### src/sv/tpsq_pkg.sv
// shared types, codes and helpers of the two-phase slot command queue
package tpsq_pkg;

   localparam int QUEUE_CAPACITY_DEFAULT = 16;

   localparam int MODE_W = 3;
   localparam int SLOT_W = 4;
   localparam int GEN_W  = 16;
   localparam int LEN_W  = 16;
   localparam int SEQ_W  = 16;
   localparam int OCC_W  = 5;

   localparam logic [LEN_W-1:0] MAX_LEN_RESET = 16'd256;
   localparam logic [GEN_W-1:0] GEN_RESET     = 16'd1;

   localparam logic [MODE_W-1:0] MODE_RESERVE_WRITE = 3'd0;
   localparam logic [MODE_W-1:0] MODE_COMMIT_WRITE  = 3'd1;
   localparam logic [MODE_W-1:0] MODE_RESERVE_READ  = 3'd2;
   localparam logic [MODE_W-1:0] MODE_RELEASE_READ  = 3'd3;
   localparam logic [MODE_W-1:0] MODE_CLEAR         = 3'd4;

   typedef enum logic [1:0] {
      SLOT_FREE    = 2'd0,
      SLOT_WRITING = 2'd1,
      SLOT_READY   = 2'd2,
      SLOT_READING = 2'd3
   } slot_state_type;

   // commands from the controller to the datapath
   typedef struct packed {
      logic load;
      logic check;
      logic step;
      logic finish;
   } tpsq_cmd_type;

   // status from the datapath to the controller
   typedef struct packed {
      logic scan_needed;
      logic hit;
   } tpsq_status_type;

   // wrapping sequence order: a comes before b
   function automatic logic seq_before(input logic [SEQ_W-1:0] a, input logic [SEQ_W-1:0] b);
      logic [SEQ_W-1:0] diff;
      diff = a - b;
      return diff[SEQ_W-1];
   endfunction

endpackage

### src/sv/tpsq_ctrl.sv
// controller state machine: sequences check, slot scan and response
module tpsq_ctrl import tpsq_pkg::*; #(
   parameter int QUEUE_CAPACITY = QUEUE_CAPACITY_DEFAULT
) (
   input  logic            clock,
   input  logic            reset,
   input  logic            start,
   output logic            busy,
   output logic            rsp_valid,
   output tpsq_cmd_type    cmd,
   input  tpsq_status_type status
);

   localparam int IW = (QUEUE_CAPACITY > 1) ? $clog2(QUEUE_CAPACITY) : 1;
   localparam logic [IW-1:0] LAST = IW'(QUEUE_CAPACITY - 1);

   typedef enum logic [1:0] {
      S_IDLE,
      S_CHECK,
      S_SCAN,
      S_RESP
   } ctrl_state_type;

   ctrl_state_type state_ff;
   logic [IW-1:0]  cnt_ff;
   logic           rsp_valid_ff;

   always_ff @(posedge clock) begin
      if (reset) begin
         state_ff     <= S_IDLE;
         cnt_ff       <= '0;
         rsp_valid_ff <= 1'b0;
      end else begin
         rsp_valid_ff <= 1'b0;
         case (state_ff)
            S_IDLE: begin
               if (start) begin
                  state_ff <= S_CHECK;
               end
            end
            S_CHECK: begin
               cnt_ff   <= '0;
               state_ff <= status.scan_needed ? S_SCAN : S_RESP;
            end
            S_SCAN: begin
               // reserve write stops at the first free slot
               if (status.hit || cnt_ff == LAST) begin
                  state_ff <= S_RESP;
               end else begin
                  cnt_ff <= cnt_ff + IW'(1);
               end
            end
            S_RESP: begin
               state_ff     <= S_IDLE;
               rsp_valid_ff <= 1'b1;
            end
            default: begin
               state_ff <= S_IDLE;
            end
         endcase
      end
   end

   assign busy       = (state_ff != S_IDLE);
   assign rsp_valid  = rsp_valid_ff;
   assign cmd.load   = (state_ff == S_IDLE) && start;
   assign cmd.check  = (state_ff == S_CHECK);
   assign cmd.step   = (state_ff == S_SCAN);
   assign cmd.finish = (state_ff == S_RESP);

   a_accept_to_check: assert property (@(posedge clock) disable iff (reset)
      cmd.load |=> state_ff == S_CHECK)
      else $error("accepted command did not enter check");

   a_single_beat: assert property (@(posedge clock) disable iff (reset)
      rsp_valid_ff |-> !$past(rsp_valid_ff))
      else $error("response beat lasted more than one cycle");

endmodule

### src/sv/tpsq_datapath.sv
// slot metadata arrays, queue registers and per-operation update logic
module tpsq_datapath import tpsq_pkg::*; #(
   parameter int QUEUE_CAPACITY = QUEUE_CAPACITY_DEFAULT
) (
   input  logic               clock,
   input  logic               reset,
   input  tpsq_cmd_type       cmd,
   output tpsq_status_type    status,
   input  logic               csr_wr_en,
   input  logic [LEN_W-1:0]   csr_wr_data,
   input  logic [MODE_W-1:0]  req_mode,
   input  logic [SLOT_W-1:0]  req_slot_index,
   input  logic [GEN_W-1:0]   req_generation_token,
   input  logic               req_source,
   input  logic [LEN_W-1:0]   req_payload_length,
   output logic               rsp_ok,
   output logic [SLOT_W-1:0]  rsp_out_slot,
   output logic [GEN_W-1:0]   rsp_out_generation,
   output logic [LEN_W-1:0]   rsp_out_length,
   output logic               rsp_out_source,
   output logic [OCC_W-1:0]   rsp_occupied
);

   localparam int IW = (QUEUE_CAPACITY > 1) ? $clog2(QUEUE_CAPACITY) : 1;
   localparam int OW = $clog2(QUEUE_CAPACITY + 1);
   localparam logic [IW-1:0] LAST = IW'(QUEUE_CAPACITY - 1);
   localparam logic [OW-1:0] CAP  = OW'(QUEUE_CAPACITY);

   // slot metadata
   slot_state_type   slot_state_ff [QUEUE_CAPACITY];
   logic [GEN_W-1:0] slot_gen_ff   [QUEUE_CAPACITY];
   logic [SEQ_W-1:0] slot_seq_ff   [QUEUE_CAPACITY];
   logic [LEN_W-1:0] slot_len_ff   [QUEUE_CAPACITY];
   logic             slot_src_ff   [QUEUE_CAPACITY];

   // queue registers
   logic [LEN_W-1:0] max_len_ff;
   logic [GEN_W-1:0] cur_gen_ff, cur_gen_in;
   logic [SEQ_W-1:0] next_seq_ff, next_seq_in;
   logic [IW-1:0]    tail_ff, tail_in;
   logic [OW-1:0]    occ_ff, occ_in;

   // latched command beat
   logic [MODE_W-1:0] op_ff;
   logic [SLOT_W-1:0] idx_ff;
   logic [GEN_W-1:0]  token_ff;
   logic              src_ff;
   logic [LEN_W-1:0]  len_ff;

   // scan pointer and oldest-slot tracking
   logic [IW-1:0]    ptr_ff, ptr_in;
   logic             found_ff, found_in;
   logic [IW-1:0]    best_idx_ff, best_idx_in;
   logic [SEQ_W-1:0] best_seq_ff, best_seq_in;
   slot_state_type   best_state_ff, best_state_in;
   logic [GEN_W-1:0] best_gen_ff, best_gen_in;
   logic [LEN_W-1:0] best_len_ff, best_len_in;
   logic             best_src_ff, best_src_in;

   // result fields
   logic             res_ok_ff, res_ok_in;
   logic [IW-1:0]    res_slot_ff, res_slot_in;
   logic [GEN_W-1:0] res_gen_ff, res_gen_in;
   logic [LEN_W-1:0] res_len_ff, res_len_in;
   logic             res_src_ff, res_src_in;

   // array write port
   logic             st_we, gen_we, seq_we, len_we, src_we;
   logic [IW-1:0]    wa;
   slot_state_type   st_wd;
   logic [LEN_W-1:0] len_wd;

   // single read port
   logic [IW-1:0]    ra;
   slot_state_type   rd_state;
   logic [GEN_W-1:0] rd_gen;
   logic [SEQ_W-1:0] rd_seq;
   logic [LEN_W-1:0] rd_len;
   logic             rd_src;

   logic             idx_in_range;
   logic             wr_precheck;
   logic [IW-1:0]    ptr_next;

   assign idx_in_range = {{(32-SLOT_W){1'b0}}, idx_ff} < 32'(QUEUE_CAPACITY);
   assign wr_precheck  = (len_ff != '0) && (len_ff <= max_len_ff) && (occ_ff < CAP);
   assign ptr_next     = (ptr_ff == LAST) ? '0 : ptr_ff + IW'(1);

   assign ra       = cmd.check ? IW'(idx_ff) : ptr_ff;
   assign rd_state = slot_state_ff[ra];
   assign rd_gen   = slot_gen_ff[ra];
   assign rd_seq   = slot_seq_ff[ra];
   assign rd_len   = slot_len_ff[ra];
   assign rd_src   = slot_src_ff[ra];

   always_comb begin
      status.scan_needed = 1'b0;
      status.hit         = 1'b0;
      st_we  = 1'b0;
      gen_we = 1'b0;
      seq_we = 1'b0;
      len_we = 1'b0;
      src_we = 1'b0;
      wa     = ra;
      st_wd  = SLOT_FREE;
      len_wd = '0;

      cur_gen_in    = cur_gen_ff;
      next_seq_in   = next_seq_ff;
      tail_in       = tail_ff;
      occ_in        = occ_ff;
      ptr_in        = ptr_ff;
      found_in      = found_ff;
      best_idx_in   = best_idx_ff;
      best_seq_in   = best_seq_ff;
      best_state_in = best_state_ff;
      best_gen_in   = best_gen_ff;
      best_len_in   = best_len_ff;
      best_src_in   = best_src_ff;
      res_ok_in     = res_ok_ff;
      res_slot_in   = res_slot_ff;
      res_gen_in    = res_gen_ff;
      res_len_in    = res_len_ff;
      res_src_in    = res_src_ff;

      if (cmd.load) begin
         res_ok_in   = 1'b0;
         res_slot_in = '0;
         res_gen_in  = '0;
         res_len_in  = '0;
         res_src_in  = 1'b0;
      end

      if (cmd.check) begin
         case (op_ff)
            MODE_RESERVE_WRITE: begin
               status.scan_needed = wr_precheck;
               ptr_in = tail_ff;
            end
            MODE_COMMIT_WRITE: begin
               if (idx_in_range && rd_state == SLOT_WRITING && rd_gen == token_ff) begin
                  st_we  = 1'b1;
                  len_we = 1'b1;
                  if (token_ff == cur_gen_ff) begin
                     st_wd     = SLOT_READY;
                     len_wd    = len_ff;
                     src_we    = 1'b1;
                     res_ok_in = 1'b1;
                  end else begin
                     // cleared while being written
                     st_wd = SLOT_FREE;
                     if (occ_ff != '0) begin
                        occ_in = occ_ff - OW'(1);
                     end
                  end
               end
            end
            MODE_RESERVE_READ: begin
               status.scan_needed = (occ_ff != '0);
               ptr_in   = '0;
               found_in = 1'b0;
            end
            MODE_RELEASE_READ: begin
               if (idx_in_range && rd_state == SLOT_READING && rd_gen == token_ff) begin
                  st_we     = 1'b1;
                  st_wd     = SLOT_FREE;
                  len_we    = 1'b1;
                  res_ok_in = (token_ff == cur_gen_ff);
                  if (occ_ff != '0) begin
                     occ_in = occ_ff - OW'(1);
                  end
               end
            end
            MODE_CLEAR: begin
               status.scan_needed = 1'b1;
               cur_gen_in = (cur_gen_ff + GEN_W'(1) == '0) ? GEN_W'(1) : cur_gen_ff + GEN_W'(1);
               tail_in    = '0;
               occ_in     = '0;
               ptr_in     = '0;
            end
            default: begin
            end
         endcase
      end

      if (cmd.step) begin
         ptr_in = ptr_next;
         case (op_ff)
            MODE_RESERVE_WRITE: begin
               if (rd_state == SLOT_FREE) begin
                  status.hit  = 1'b1;
                  st_we       = 1'b1;
                  st_wd       = SLOT_WRITING;
                  gen_we      = 1'b1;
                  seq_we      = 1'b1;
                  len_we      = 1'b1;
                  next_seq_in = next_seq_ff + SEQ_W'(1);
                  tail_in     = ptr_next;
                  occ_in      = occ_ff + OW'(1);
                  res_ok_in   = 1'b1;
                  res_slot_in = ptr_ff;
                  res_gen_in  = cur_gen_ff;
               end
            end
            MODE_RESERVE_READ: begin
               if (rd_state != SLOT_FREE && (!found_ff || seq_before(rd_seq, best_seq_ff))) begin
                  found_in      = 1'b1;
                  best_idx_in   = ptr_ff;
                  best_seq_in   = rd_seq;
                  best_state_in = rd_state;
                  best_gen_in   = rd_gen;
                  best_len_in   = rd_len;
                  best_src_in   = rd_src;
               end
            end
            MODE_CLEAR: begin
               // in-flight slots survive and stay counted
               if (rd_state == SLOT_WRITING || rd_state == SLOT_READING) begin
                  occ_in = occ_ff + OW'(1);
               end else begin
                  st_we  = 1'b1;
                  st_wd  = SLOT_FREE;
                  len_we = 1'b1;
                  gen_we = 1'b1;
               end
            end
            default: begin
            end
         endcase
      end

      if (cmd.finish && op_ff == MODE_RESERVE_READ && found_ff && best_state_ff == SLOT_READY) begin
         wa          = best_idx_ff;
         st_we       = 1'b1;
         st_wd       = SLOT_READING;
         res_ok_in   = 1'b1;
         res_slot_in = best_idx_ff;
         res_gen_in  = best_gen_ff;
         res_len_in  = best_len_ff;
         res_src_in  = best_src_ff;
      end
   end

   always_ff @(posedge clock) begin
      if (reset) begin
         max_len_ff  <= MAX_LEN_RESET;
         cur_gen_ff  <= GEN_RESET;
         next_seq_ff <= '0;
         tail_ff     <= '0;
         occ_ff      <= '0;
         for (int i = 0; i < QUEUE_CAPACITY; i++) begin
            slot_state_ff[i] <= SLOT_FREE;
         end
      end else begin
         if (csr_wr_en) begin
            max_len_ff <= csr_wr_data;
         end
         cur_gen_ff  <= cur_gen_in;
         next_seq_ff <= next_seq_in;
         tail_ff     <= tail_in;
         occ_ff      <= occ_in;
         if (st_we) begin
            slot_state_ff[wa] <= st_wd;
         end
      end
   end

   always_ff @(posedge clock) begin
      if (gen_we) begin
         slot_gen_ff[wa] <= cur_gen_ff;
      end
      if (seq_we) begin
         slot_seq_ff[wa] <= next_seq_ff;
      end
      if (len_we) begin
         slot_len_ff[wa] <= len_wd;
      end
      if (src_we) begin
         slot_src_ff[wa] <= src_ff;
      end
   end

   always_ff @(posedge clock) begin
      if (cmd.load) begin
         op_ff    <= req_mode;
         idx_ff   <= req_slot_index;
         token_ff <= req_generation_token;
         src_ff   <= req_source;
         len_ff   <= req_payload_length;
      end
      ptr_ff        <= ptr_in;
      found_ff      <= found_in;
      best_idx_ff   <= best_idx_in;
      best_seq_ff   <= best_seq_in;
      best_state_ff <= best_state_in;
      best_gen_ff   <= best_gen_in;
      best_len_ff   <= best_len_in;
      best_src_ff   <= best_src_in;
      res_ok_ff     <= res_ok_in;
      res_slot_ff   <= res_slot_in;
      res_gen_ff    <= res_gen_in;
      res_len_ff    <= res_len_in;
      res_src_ff    <= res_src_in;
   end

   assign rsp_ok             = res_ok_ff;
   assign rsp_out_slot       = SLOT_W'(res_slot_ff);
   assign rsp_out_generation = res_gen_ff;
   assign rsp_out_length     = res_len_ff;
   assign rsp_out_source     = res_src_ff;
   assign rsp_occupied       = OCC_W'(occ_ff);

   a_occ_bound: assert property (@(posedge clock) disable iff (reset)
      occ_ff <= CAP)
      else $error("occupied count above capacity");

   a_reserved_slot_writing: assert property (@(posedge clock) disable iff (reset)
      (cmd.finish && res_ok_ff && op_ff == MODE_RESERVE_WRITE)
         |-> slot_state_ff[res_slot_ff] == SLOT_WRITING)
      else $error("reserved slot not marked writing");

   a_hit_only_in_scan: assert property (@(posedge clock) disable iff (reset)
      status.hit |-> cmd.step && op_ff == MODE_RESERVE_WRITE)
      else $error("free-slot hit outside reserve write scan");

endmodule

### src/sv/two_phase_slot_command_queue.sv
// top level: metadata queue of reserve/commit slots, one command at a time
//
// A command is taken when start is high and busy is low; its single response
// appears on the rsp_ ports for one cycle with rsp_valid high and must be
// taken then, since the receiver cannot stall. Commit write, release read and
// unused modes skip the slot scan. Reserve write,
// reserve read and clear step through the slot table one slot per cycle on a
// single metadata read port: reserve write probes from the tail pointer up to
// the first free slot (1 to QUEUE_CAPACITY slots), and skips the scan when
// the length check or the full check fails; reserve read and clear probe all
// QUEUE_CAPACITY slots, reserve read none when the queue is empty. A new
// command can be accepted in the cycle of the response beat.
// max_payload_length is written through csr_wr_en and csr_wr_data; the user must
// write it only while the block is idle, and the block itself does not enforce this.
module two_phase_slot_command_queue import tpsq_pkg::*; #(
   parameter int QUEUE_CAPACITY = QUEUE_CAPACITY_DEFAULT
) (
   input  logic              clock,
   input  logic              reset,
   input  logic              csr_wr_en,
   input  logic [LEN_W-1:0]  csr_wr_data,
   input  logic              start,
   output logic              busy,
   input  logic [MODE_W-1:0] req_mode,
   input  logic [SLOT_W-1:0] req_slot_index,
   input  logic [GEN_W-1:0]  req_generation_token,
   input  logic              req_source,
   input  logic [LEN_W-1:0]  req_payload_length,
   output logic              rsp_valid,
   output logic              rsp_ok,
   output logic [SLOT_W-1:0] rsp_out_slot,
   output logic [GEN_W-1:0]  rsp_out_generation,
   output logic [LEN_W-1:0]  rsp_out_length,
   output logic              rsp_out_source,
   output logic [OCC_W-1:0]  rsp_occupied
);

   tpsq_cmd_type    cmd;
   tpsq_status_type status;

   tpsq_ctrl #(
      .QUEUE_CAPACITY(QUEUE_CAPACITY)
   ) u_ctrl (
      .clock     (clock),
      .reset     (reset),
      .start     (start),
      .busy      (busy),
      .rsp_valid (rsp_valid),
      .cmd       (cmd),
      .status    (status)
   );

   tpsq_datapath #(
      .QUEUE_CAPACITY(QUEUE_CAPACITY)
   ) u_datapath (
      .clock                (clock),
      .reset                (reset),
      .cmd                  (cmd),
      .status               (status),
      .csr_wr_en            (csr_wr_en),
      .csr_wr_data          (csr_wr_data),
      .req_mode             (req_mode),
      .req_slot_index       (req_slot_index),
      .req_generation_token (req_generation_token),
      .req_source           (req_source),
      .req_payload_length   (req_payload_length),
      .rsp_ok               (rsp_ok),
      .rsp_out_slot         (rsp_out_slot),
      .rsp_out_generation   (rsp_out_generation),
      .rsp_out_length       (rsp_out_length),
      .rsp_out_source       (rsp_out_source),
      .rsp_occupied         (rsp_occupied)
   );

endmodule

### config.mk
export PLATFORM = sky130hd
export DESIGN_NAME = two_phase_slot_command_queue
export DESIGN_NICKNAME = d
export VERILOG_FILES = /design/src/sv/tpsq_pkg.sv /design/src/sv/tpsq_ctrl.sv /design/src/sv/tpsq_datapath.sv /design/src/sv/two_phase_slot_command_queue.sv
export SDC_FILE = /design/constraint.sdc
export NUM_CORES = 1
export LEC_CHECK = 0
export ABC_AREA = 1
export BUFFER_PORTS_ARGS = -buffer_cell sky130_fd_sc_hd__buf_2
export CORE_ASPECT_RATIO = 0.5
export CORE_MARGIN = 2
export CORE_UTILIZATION = 56
export CTS_CLUSTER_DIAMETER = 200
export CTS_CLUSTER_SIZE = 24
export DETAILED_ROUTE_END_ITERATION = 6
export PLACE_DENSITY = 0.75
export SETUP_SLACK_MARGIN = 0.1
export SYNTH_ARGS = -nofsm -noshare
export SYNTH_HDL_FRONTEND = slang
export SYNTH_SLANG_ARGS = --single-unit
### constraint.sdc
create_clock -name clock -period 6.2 [get_ports clock]
set_input_delay 0.31 -clock clock [delete_from_list [all_inputs] [get_ports clock]]
set_output_delay 0.31 -clock clock [all_outputs]
set_load 0.01 [all_outputs]
* After elaboration in Yosys (flattened, before gate mapping)
Memories as Yosys holds them, arrays and structs flattened. A register that Yosys moved wholly into a read port is not among the register bits. Cells that the tools add are included.
Word-level totals: bits of input ports 60, register bits 185, memories 5, word-level logic and storage cells 194, bits in writable memories 816
Memories:
- u_datapath.slot_gen_ff | depth 16, bits a word 16, rd ports 1, clocked after memory_dff 0, write ports 1, RTL line tpsq_datapath.sv:31 | logic [GEN_W-1:0] slot_gen_ff [QUEUE_CAPACITY];
- u_datapath.slot_len_ff | depth 16, bits a word 16, rd ports 1, clocked after memory_dff 1, write ports 1, RTL line tpsq_datapath.sv:33 | logic [LEN_W-1:0] slot_len_ff [QUEUE_CAPACITY];
- u_datapath.slot_seq_ff | depth 16, bits a word 16, rd ports 1, clocked after memory_dff 0, write ports 1, RTL line tpsq_datapath.sv:32 | logic [SEQ_W-1:0] slot_seq_ff [QUEUE_CAPACITY];
- u_datapath.slot_state_ff | depth 16, bits a word 2, rd ports 1, clocked after memory_dff 0, write ports 16, RTL line tpsq_datapath.sv:30 | slot_state_type slot_state_ff [QUEUE_CAPACITY];
- u_datapath.slot_src_ff | depth 16, bits a word 1, rd ports 1, clocked after memory_dff 1, write ports 1, RTL line tpsq_datapath.sv:34 | logic slot_src_ff [QUEUE_CAPACITY];
Operators by class: add/subtract/negate cells 7, reduce and logical (&&, ||, !) cells 32, muxes and demuxes 107, $lt $le $gt $ge 2, equal/unequal tests 17
Operator list (count):
- $mux W16 | 12
- $mux W4 | 17
- $mux W1 | 48
- $mux W5 | 8
- $add A16 B1 Y16 const B | 2
- $eq A16 B16 Y1 | 2
- $mux W2 | 11
- $le A16 B16 Y1 | 1
- $logic_not A16 Y1 | 1
- $pmux W4 S2 | 2
- $reduce_bool A16 Y1 | 1
- $sub A16 B16 Y16 | 1
- $pmux W5 S3 | 1
- $pmux W5 S2 | 1
- $logic_and A1 B1 Y1 | 9
- $add A4 B1 Y4 const B | 2
- $eq A2 B2 Y1 const B | 4
- $eq A4 B4 Y1 const B | 2
- $pmux W1 S2 | 4
- $pmux W2 S4 | 1
- $reduce_and A2 Y1 | 4
- $reduce_bool A2 Y1 | 4
- $eq A3 B2 Y1 const B | 2
- $reduce_and A3 Y1 | 2
- other kinds (17) | 23

* Longest topological paths before layout
Gate-level depths: netlist (run 1). An unclocked memory read counts as a cell.
word-level depth 17, gate-level depth with buffers 29, gate-level depth less buffers 23

* Cells and area by module
Synthesis (run 1) repeated with hierarchy kept, for this count alone.
Second synthesis, totals: cell total of the unflattened synthesis 3639, area, all modules 42457.0 um^2
Modules (own cells, without submodules):
- tpsq_datapath | instances 1, sequential area each 29568.4 um^2, cells each 3576, area an instance 42006.5 um^2
- tpsq_ctrl | instances 1, sequential area each 140.1 um^2, cells each 63, area an instance 450.4 um^2

* Least setup slack after synthesis (run 1)
Ideal clock, no wire load.
kind reg2reg, start point register u_ctrl.state_ff[1], end point register u_datapath.best_gen_ff[0] (enable), stages on the path, launching flop included 29, period minus slack after synthesis 6610 ps, path buffers 8, data arrival time 6142 ps, library setup time 468 ps, setup slack -410 ps, path through dfxtp_1 > inv_1 > ha_1 > inv_2 > buf_4 > nand2_4 > nand2_4 > buf_6 > buf_6 > buf_4 > buf_2 > clkbuf_1 > clkbuf_1 > buf_1 > nor2_1 > o221ai_1 > o211ai_1 > nand2_1 > ha_1 > a21oi_1 > nor2_1 > a211oi_1 > o221a_2 > nand2_1 > inv_1 > nand2_1 > nand2_1 > o21ai_0 > nor2_1
Between the ends: word-level cells in the longest chain between the ends 7, elaborated cells on any way between the ends 10, classes of those cells add/sub (1); eq/ne (2); mux (1); reduce/logical (4); memory (2)
Ends and longest elaborated chain:
- from (decl) | RTL line tpsq_ctrl.sv:24 | ctrl_state_type state_ff;
- from (signal assigned) | RTL line tpsq_ctrl.sv:43 | state_ff <= status.scan_needed ? S_SCAN : S_RESP;
- $eq A2 B1 Y1 | RTL line tpsq_ctrl.sv:67 | assign cmd.check = (state_ff == S_CHECK);
- $mux W4 | RTL line tpsq_datapath.sv:89 | assign ra = cmd.check ? IW'(idx_ff) : ptr_ff;
- $mem_v2 Z16 W16
- named net u_datapath.rd_seq[8] | RTL line tpsq_datapath.sv:77 | logic [SEQ_W-1:0] rd_seq;
- $sub A16 B16 Y16 | RTL line tpsq_pkg.sv:46 | diff = a - b;
- $logic_or A1 B1 Y1 | RTL line tpsq_datapath.sv:206 | if (rd_state != SLOT_FREE && (!found_ff || seq_before(rd_seq, best_seq_ff))) begin
- $logic_and A1 B1 Y1 | RTL line tpsq_datapath.sv:206
- $reduce_and A3 Y1 (no line)
- to (signal assigned) | RTL line tpsq_datapath.sv:296 | best_gen_ff <= best_gen_in;
- to (decl) | RTL line tpsq_datapath.sv:56 | logic [GEN_W-1:0] best_gen_ff, best_gen_in;
The timed path passes the listed nets, and every way through them passes these cells. A chain may end at the register's enable or synchronous reset.

* Final worst setup path (run 1)
start point register u_ctrl.state_ff[1], end point register u_datapath.best_len_ff[10] (read register of u_datapath.slot_len_ff) (enable)
Between the ends: word-level cells in the longest chain between the ends 7, elaborated cells on any way between the ends 10, classes of those cells add/sub (1); eq/ne (2); mux (1); reduce/logical (4); memory (2)
Ends and longest elaborated chain:
- $eq A2 B1 Y1 | RTL line tpsq_ctrl.sv:67
- $mux W4 | RTL line tpsq_datapath.sv:89
- $mem_v2 Z16 W16
- named net u_datapath.rd_seq[11] | RTL line tpsq_datapath.sv:77
- $sub A16 B16 Y16 | RTL line tpsq_pkg.sv:46
- $logic_or A1 B1 Y1 | RTL line tpsq_datapath.sv:206
- $logic_and A1 B1 Y1 | RTL line tpsq_datapath.sv:206
- $reduce_and A3 Y1 (no line)
- to (decl) | RTL line tpsq_datapath.sv:57 | logic [LEN_W-1:0] best_len_ff, best_len_in;
The timed path passes the listed nets, and every way through them passes these cells.

==> impl_metrics.py, run 1 <==
metrics = {
    "run_status": {
        "status": "finished clean",
    },
    "yosys": {
        "synth-main-ff-cell": "edfxtp_1",
        "yosysWarningCount": 0,
        "ys_ff_latch": 1018,
        "synthCells": 3561,
        "synth_fp_nets": 3662,
        "synth_area_per_cell_um2": 11.8,
        "seq_area_frac_synth": 0.706,
        "synth_edf_count": 932,
        "ys_types": 45,
        "synthArstFlopShare": 0,
        "syn-cell-area_mm2": 0.0421,
    },
    "grt": {
        "grt_use_met1": 0.401,
        "grt_max_degree": 136,
        "use_met3": 0.0437,
        "use_met2": 0.437,
        "antenna_found_initial": 0,
        "grt_pass1_wl_mm": 164,
        "grt-busiest-layer": "met2",
        "grt.total_usage": 0.279,
        "overflow": 0,
        "grt_pass1_vias": 27600,
    },
    "power_and_ir_drop": {
        "leakage_nw": 15.3,
        "power.density_mw_per_mm2": 415,
        "peakVddDrop_mv": 0.485,
        "p_seq_frac": 0.420,
        "p_int_mw": 11.4,
        "switching_share": 0.401,
        "clockPowerShare": 0.189,
        "p_switching_mw": 7.66,
        "power.share.combinational": 0.390,
        "total_power_mw": 19.1,
    },
    "cells_and_area": {
        "layout-drive-gt1-share": 0.0979,
        "final_nets": 3771,
        "fill_cells": 5703,
        "area_growth_pct": 9.32,
        "antenna_cells": 0,
    },
    "flow_run": {
        "cap_violations": 0,
    },
    "clock_tree": {
        "cts_tree": "done",
        "clock_path_buffers": 3,
        "worstSkewPairLatency_ns": 0.66,
        "clk_pin_slew_worst_paths_ns": 0.10,
        "numCtsBuffers": 48,
        "clkSinkCount": 1018,
        "clockRootBuffer": "clkbuf_16",
        "htreeDepth": 2,
    },
    "worst_setup_path": {
        "cp.required_ns": 6.49,
        "critPathArrivalTime_ns": 5.99,
        "critPathCaptureType": "flop",
        "start_kind": "flop",
        "critPathMaxFanout": 135,
        "worstSetupPathType": "flop to flop",
    },
    "route": {
        "final_antenna_net_count": 0,
        "vias_per_cell": 6.15,
        "vias": 29100,
        "drt_iter0_drc": 4248,
        "wl_mm": 110,
        "wl_per_cell_um": 23.2,
        "dr.pass1.iters": 5,
        "remaining_drc_errors": 0,
    },
    "timing": {
        "finalHoldWorstSlack_ns": 0.0296,
        "finalCritPeriodShare": 0.919,
        "hold_viol": 0,
        "fin_skew_ns": 0.0352,
        "max_freq_mhz": 175,
        "rsz0062_at_grt": "no",
        "slew_viol_final": 0,
        "period_needed_ns": 5.70,
        "worstMarginPinSlew_ns": 1.21,
        "slew_headroom": 0.188,
        "setup_violations": 0,
        "fin_tns_setup_ns": 0,
    },
    "floorplanning": {
        "core_mm2": 0.0748,
        "die_area_mm2": 0.0775,
        "die_w_um": 392,
        "start_util": 0.563,
        "fp.dieH_um": 198,
        "rows": 71,
        "ios": 105,
    },
    "placed_design": {
        "hpwl_mm": 60.9,
        "io_buffers": 104,
        "place_congestion": 0.905,
    },
    "worst_hold_path": {
        "min_path_type": "input pin to flop",
    },
}
cells by family (layout without fill, tap and decap cells):
family                     after synthesis  after routing  share of synthesized area
and+or+nand+nor                       1408           1408                      0.143
DFF                                   1018           1018                      0.706
adders and majority gates               41             41                     0.0122
buffers and inverters                  402            550                     0.0388
xor gates and xnor gates                30             30                    0.00624
AOI/OAI and AO/OA                      662            662                     0.0938
cell usage after synthesis (4+ instances only):
| master | n | area share |
|---|---|---|
| buf_4 | 7 | 0.0012 |
| clkbuf_1 | 141 | 0.013 |
| xnor2_1 | 12 | 0.0025 |
| a21oi_1 | 79 | 0.0094 |
| buf_1 | 12 | 0.0011 |
| nor3_1 | 15 | 0.0018 |
| inv_2 | 6 | 0.00053 |
| dfxtp_1 | 86 | 0.041 |
| nand3b_1 | 11 | 0.0020 |
| a211oi_1 | 7 | 0.0012 |
| nand3_2 | 14 | 0.0033 |
| ha_1 | 41 | 0.012 |
| o22ai_1 | 66 | 0.0098 |
| o221ai_1 | 66 | 0.014 |
| o21ai_2 | 5 | 0.0010 |
| xor2_1 | 18 | 0.0037 |
| inv_1 | 185 | 0.016 |
| buf_6 | 6 | 0.0016 |
| nand2_1 | 496 | 0.044 |
| nand4_1 | 26 | 0.0039 |
| or2_2 | 4 | 0.00059 |
| buf_2 | 43 | 0.0051 |
| o211ai_1 | 79 | 0.014 |
| o21ai_0 | 330 | 0.039 |
| edfxtp_1 | 932 | 0.66 |
| o21ai_1 | 4 | 0.00048 |
| nand3_1 | 331 | 0.039 |
| nor2_1 | 486 | 0.043 |
| a31oi_1 | 13 | 0.0019 |
| o21a_1 | 5 | 0.00089 |
| nor4_1 | 9 | 0.0013 |
| nand2_2 | 4 | 0.00059 |
layout make-up:
class / instances / area [um^2] / area share
inverter: 193 / 727 / 0.0158
clock inverter: 4 / 61.3 / 0.00133
clock buffer: 85 / 1340 / 0.0291
sequential: 1018 / 29700 / 0.646
tap: 1022 / 1280 / 0.0278
multi-input combinational: 2141 / 10900 / 0.238
timing repair buffer: 268 / 1970 / 0.0428
worst max-delay path, stage by stage (launching register included):
cell and delay, ns:
dfxtp_1 0.35, inv_1 0.15, ha_2 0.44, inv_2 0.21, nand2_4 0.14, nand2_8 0.39
buf_4 0.50, o21ai_0 0.24, o22ai_1 0.12, o211ai_1 0.18, nand2_1 0.12, ha_1 0.29
nand4_1 0.13, nor3_1 0.45, o21ai_0 0.18, nand2_1 0.17, inv_1 0.11, nor2_1 0.10
o21ai_0 0.19, nor2_4 0.14, buf_4 0.54
per-stage QoR:
stage	setup slack [ns]	area, um^2	instances	util
after floorplan	0.496	42100	3561	-
after detailed placement	0.409	44000	4584	0.589
after global placement	0.597	44000	4584	0.589
after global routing	0.183	46000	4731	0.615
after CTS	0.381	46000	4731	0.615
final	0.500	46000	4731	0.615
per-layer routing:
metal	vias to the layer above	part of all wire
li1	13000	-
met2	1705	0.46
met5	-	0
met4	0	0.034
met3	254	0.11
met1	14100	0.40
cells in the final DEF, fill, tap and decap left out, drive strengths merged:
cell         count
nor2           492
nor3            15
a31oi           13
o21bai           3
a211o            1
o21ai          339
clkbuf          85
o21a             5
inv            195
nor4             9
a21oi           79
nor3b            2
nand2          503
a211oi           7
dfxtp           86
nand3b          11
xnor2           12
o21ba            1
o221a            1
and3             1
nand4           26
o221ai          66
clkinv           2
o211ai          80
nand3          345
a21boi           1
or2              4
buf            210
o22ai           66
xor2            18
edfxtp         932
dlygate4sd3     58
ha              41
power by group through the flow:
stage,Sequential [mW],Combinational (mW),Clock (mW)
finish,8.03,7.45,3.62
global route,8.04,8.12,3.85
CTS,8.02,7.34,3.63
detailed placement,8.17,7.26,0
global placement,8.17,7.08,0
floorplan,8.11,5.07,0
final timing paths:
kind | slack, ns | cells after the start | start | end
min | 0.03 | 3 | csr_wr_data[15] | u_datapath.max_len_ff[15]$_SDFFE_PP0P_
min reg2reg | 0.47 | 2 | u_datapath.max_len_ff[10]$_SDFFE_PP0P_ | u_datapath.max_len_ff[10]$_SDFFE_PP0P_
max reg2reg | 0.50 | 20 | u_ctrl.state_ff[1]$_SDFFE_PP0P_ | u_datapath.best_len_ff[10]$_DFFE_PP_
max | 0.50 | 20 | u_ctrl.state_ff[1]$_SDFFE_PP0P_ | u_datapath.best_len_ff[10]$_DFFE_PP_
flip-flops by register name, summed over array words and instances, names as in the netlist, 32 cells and up:
register,cells
u_datapath.slot_gen_ff,256
u_datapath.slot_len_ff,256
u_datapath.slot_seq_ff,256
u_datapath.slot_state_ff,32
what timing repair did:
item | CTS | global route
setup buffers | 0 | 0
endpoints found under the hold margin | 55 | 0
gates resized for setup | 0 | 1
hold buffers | 58 | 0
endpoints found under the setup margin | 0 | 54
No activity file was read; power rests on OpenSTA's default activity.
==> run 2: changes to the inputs <==
ABC_AREA = 0   (was 1)
CORE_MARGIN = 5   (was 2)
CORE_UTILIZATION = 62   (was 56)
PLACE_DENSITY = 0.79   (was 0.75)
clock period = 6.1 ns   (was 6.2 ns; I/O delays follow)
==> impl_metrics.py, run 2 <==
metrics = {
    "grt": {
        "antenna_found_initial": 3,
        "grt.total_usage": 0.273,
        "grt_pass1_wl_mm": 147,
        "grt_max_degree": 63,
        "overflow": 0,
        "grt_pass1_vias": 23400,
    },
    "cells_and_area": {
        "utilization": 0.689,
        "final_nets": 2758,
        "seq_area_mm2": 0.0297,
        "final_cell_mix": "932 x edfxtp_1, 216 x nand2_1, 180 x mux4_2",
        "fill_cells": 4057,
        "final_common_cell": "edfxtp_1",
        "multiInputGateArea_mm2": 0.0108,
        "top_regs": "u_datapath.slot_gen_ff x256, u_datapath.slot_len_ff x256, u_datapath.slot_seq_ff x256",
        "area_growth_pct": 9.34,
        "layout-drive-gt1-share": 0.191,
    },
    "yosys": {
        "synth_top_area_cell": "edfxtp_1",
        "seq_area_frac_synth": 0.720,
        "synth.top_cell.area_share": 0.678,
        "yosysWarningCount": 0,
        "synth.most_common_cell": "edfxtp_1",
        "synthCells": 2494,
        "synth_area_per_cell_um2": 16.5,
        "syn-cell-area_mm2": 0.0413,
        "synth_commonest_cells": "932 x edfxtp_1, 216 x nand2_1, 182 x nor2_1",
        "synth_edf_count": 932,
        "ys_ff_latch": 1018,
        "ys_types": 70,
        "synth-main-ff-cell": "edfxtp_1",
        "synthArstFlopShare": 0,
        "synthTopCellsByArea": "edfxtp_1 68%, mux4_2 9.8%, dfxtp_1 4.2%",
        "synth_fp_nets": 2595,
    },
    "floorplanning": {
        "fp.dieH_um": 192,
        "die_w_um": 375,
        "rows": 66,
        "core_mm2": 0.0655,
        "die_area_mm2": 0.0721,
        "ios": 105,
        "start_util": 0.630,
    },
    "clock_tree": {
        "worstSkewPairLatency_ns": 0.63,
        "clk_pin_slew_worst_paths_ns": 0.10,
        "htreeDepth": 2,
        "cts_setup_buffers": 0,
        "clkSinkCount": 1018,
        "cts_tree": "done",
        "clockRootBuffer": "clkbuf_16",
        "clock_path_buffers": 3,
        "numCtsBuffers": 48,
    },
    "worst_setup_path": {
        "start_kind": "flop",
        "critPathMaxFanout": 59,
        "path_cells": "inv_1, ha_1, mux2_8, buf_4, mux4_2, a22oi_1, nand2_1, xor2_1, a2111oi_2, nand4_2, or3_1, nor2_4, and2_1",
        "cp.required_ns": 6.44,
        "reg2reg_from": "u_ctrl.state_ff[1]$_SDFFE_PP0P_",
        "critPathArrivalTime_ns": 6.08,
        "slowest_delay_ns": 0.63,
        "crit_slowest_cell": "mux2_8",
        "startpoint": "u_ctrl.state_ff[1]$_SDFFE_PP0P_",
        "critPathCaptureType": "flop",
        "worstSetupPathType": "flop to flop",
    },
    "route": {
        "drt_iter0_drc": 3348,
        "dr.pass1.iters": 7,
        "wl_per_cell_um": 27.6,
        "vias_per_cell": 6.67,
        "remaining_drc_errors": 0,
        "final_antenna_net_count": 0,
        "wl_mm": 98.5,
        "vias": 23800,
    },
    "timing": {
        "max_freq_mhz": 174,
        "setup_violations": 0,
        "slew_viol_final": 0,
        "finalCritPeriodShare": 0.941,
        "period_needed_ns": 5.74,
        "worstMarginPinSlew_ns": 1.03,
        "hold_viol": 0,
        "slew_headroom": 0.313,
        "fin_tns_setup_ns": 0,
        "fin_skew_ns": 0.0384,
        "rsz0062_at_grt": "no",
    },
    "placed_design": {
        "hpwl_mm": 58.8,
        "place_congestion": 0.923,
        "io_buffers": 104,
    },
    "worst_hold_path": {
        "worstHoldStart": "csr_wr_en",
        "min_path_type": "input pin to flop",
    },
    "power_and_ir_drop": {
        "peakVddDrop_mv": 0.233,
        "leakage_nw": 14.4,
        "power.density_mw_per_mm2": 364,
        "total_power_mw": 16.4,
    },
    "run_status": {
        "status": "finished clean",
    },
    "flow_run": {
        "cap_violations": 0,
    },
}
[run 2: cell types whose count changed in the layout (fill, tap and decap cells not counted), sizes merged, moves of 77 or more]
cell | previous run | this run
mux4 | 0 | 180
o211ai | 80 | 3
o21ai | 339 | 27
nand2 | 503 | 217
nand3 | 345 | 50
inv | 195 | 54
nor2 | 492 | 183
[run 2: logic make-up after synthesis]
kind of cell	share of synthesized area
flip-flops	0.720
AND/OR/NAND/NOR	0.0771
AO/OA/AOI/OAI	0.0470
multiplexers	0.110
buffers and inverters	0.0211
XOR/XNOR	0.0121
adder cells (fa/ha/maj)	0.0124
[run 2: stage by stage]
step / worst slack (ns) / instance area (um^2) / hold WS (ns) / std cells
final: 0.358 / 45100 / 0.225 / 3571
after global routing: 0.127 / 45100 / 0.232 / 3571
after global placement: 0.343 / 43200 / 0.443 / 3435
after detailed placement: 0.222 / 43200 / 0.452 / 3435
after CTS: 0.165 / 45100 / 0.199 / 3569
after floorplan: 0.103 / 41300 / 0.404 / 2494
[run 2: worst max-delay path, delay by kind of cell (launching register included)]
kind                     cells  cell delay, ns
AND/OR/NAND/NOR              5            2.11
multiplexers                 2            0.97
AO/OA/AOI/OAI                2            0.70
adder cells (fa/ha/maj)      1            0.56
buffers and inverters        2            0.48
flip-flops                   1            0.37
XOR/XNOR                     1            0.18
[run 2: power breakdown]
group,switching (mW),internal (mW)
Clock,2.07,1.49
Sequential,0.218,7.84
Combinational,2.84,1.97
Total,5.13,11.3
[run 2: layout make-up]
class,instances,share of cell area
antenna,2,0.000111
clock buffer,75,0.0289
clock inverter,3,0.000915
inverter,53,0.00441
multi-input combinational,1273,0.240
sequential,1018,0.658
tap,884,0.0245
timing repair buffer,263,0.0425
[run 2: routing by layer]
metal	vias up	track usage	share of wire
met2	1610	0.433	0.47
met3	222	0.0483	0.11
met1	12000	0.399	0.39
met4	0	0.0791	0.030
met5	-	0	0
li1	9959	-	-
[run 2: timing repair]
item / CTS / global route
gates resized for setup: 0 / 1
hold buffers: 56 / 0
endpoints found under the hold margin: 56 / 0
setup endpoints to repair: 0 / 256
[run 2: path summary, 6_finish.rpt]
| path | to | slack, ns | depth (start not counted) |
|---|---|---|---|
| hold / removal | u_datapath.max_len_ff[11]$_SDFFE_PP0P_ | 0.22 | 3 |
| setup reg to reg | u_datapath.slot_len_ff[12][14]$_DFFE_PP_ | 0.36 | 13 |
| setup / recovery | u_datapath.slot_len_ff[12][14]$_DFFE_PP_ | 0.36 | 13 |
| hold reg to reg | u_datapath.rsp_out_generation[15]$_DFF_P_ | 0.48 | 2 |
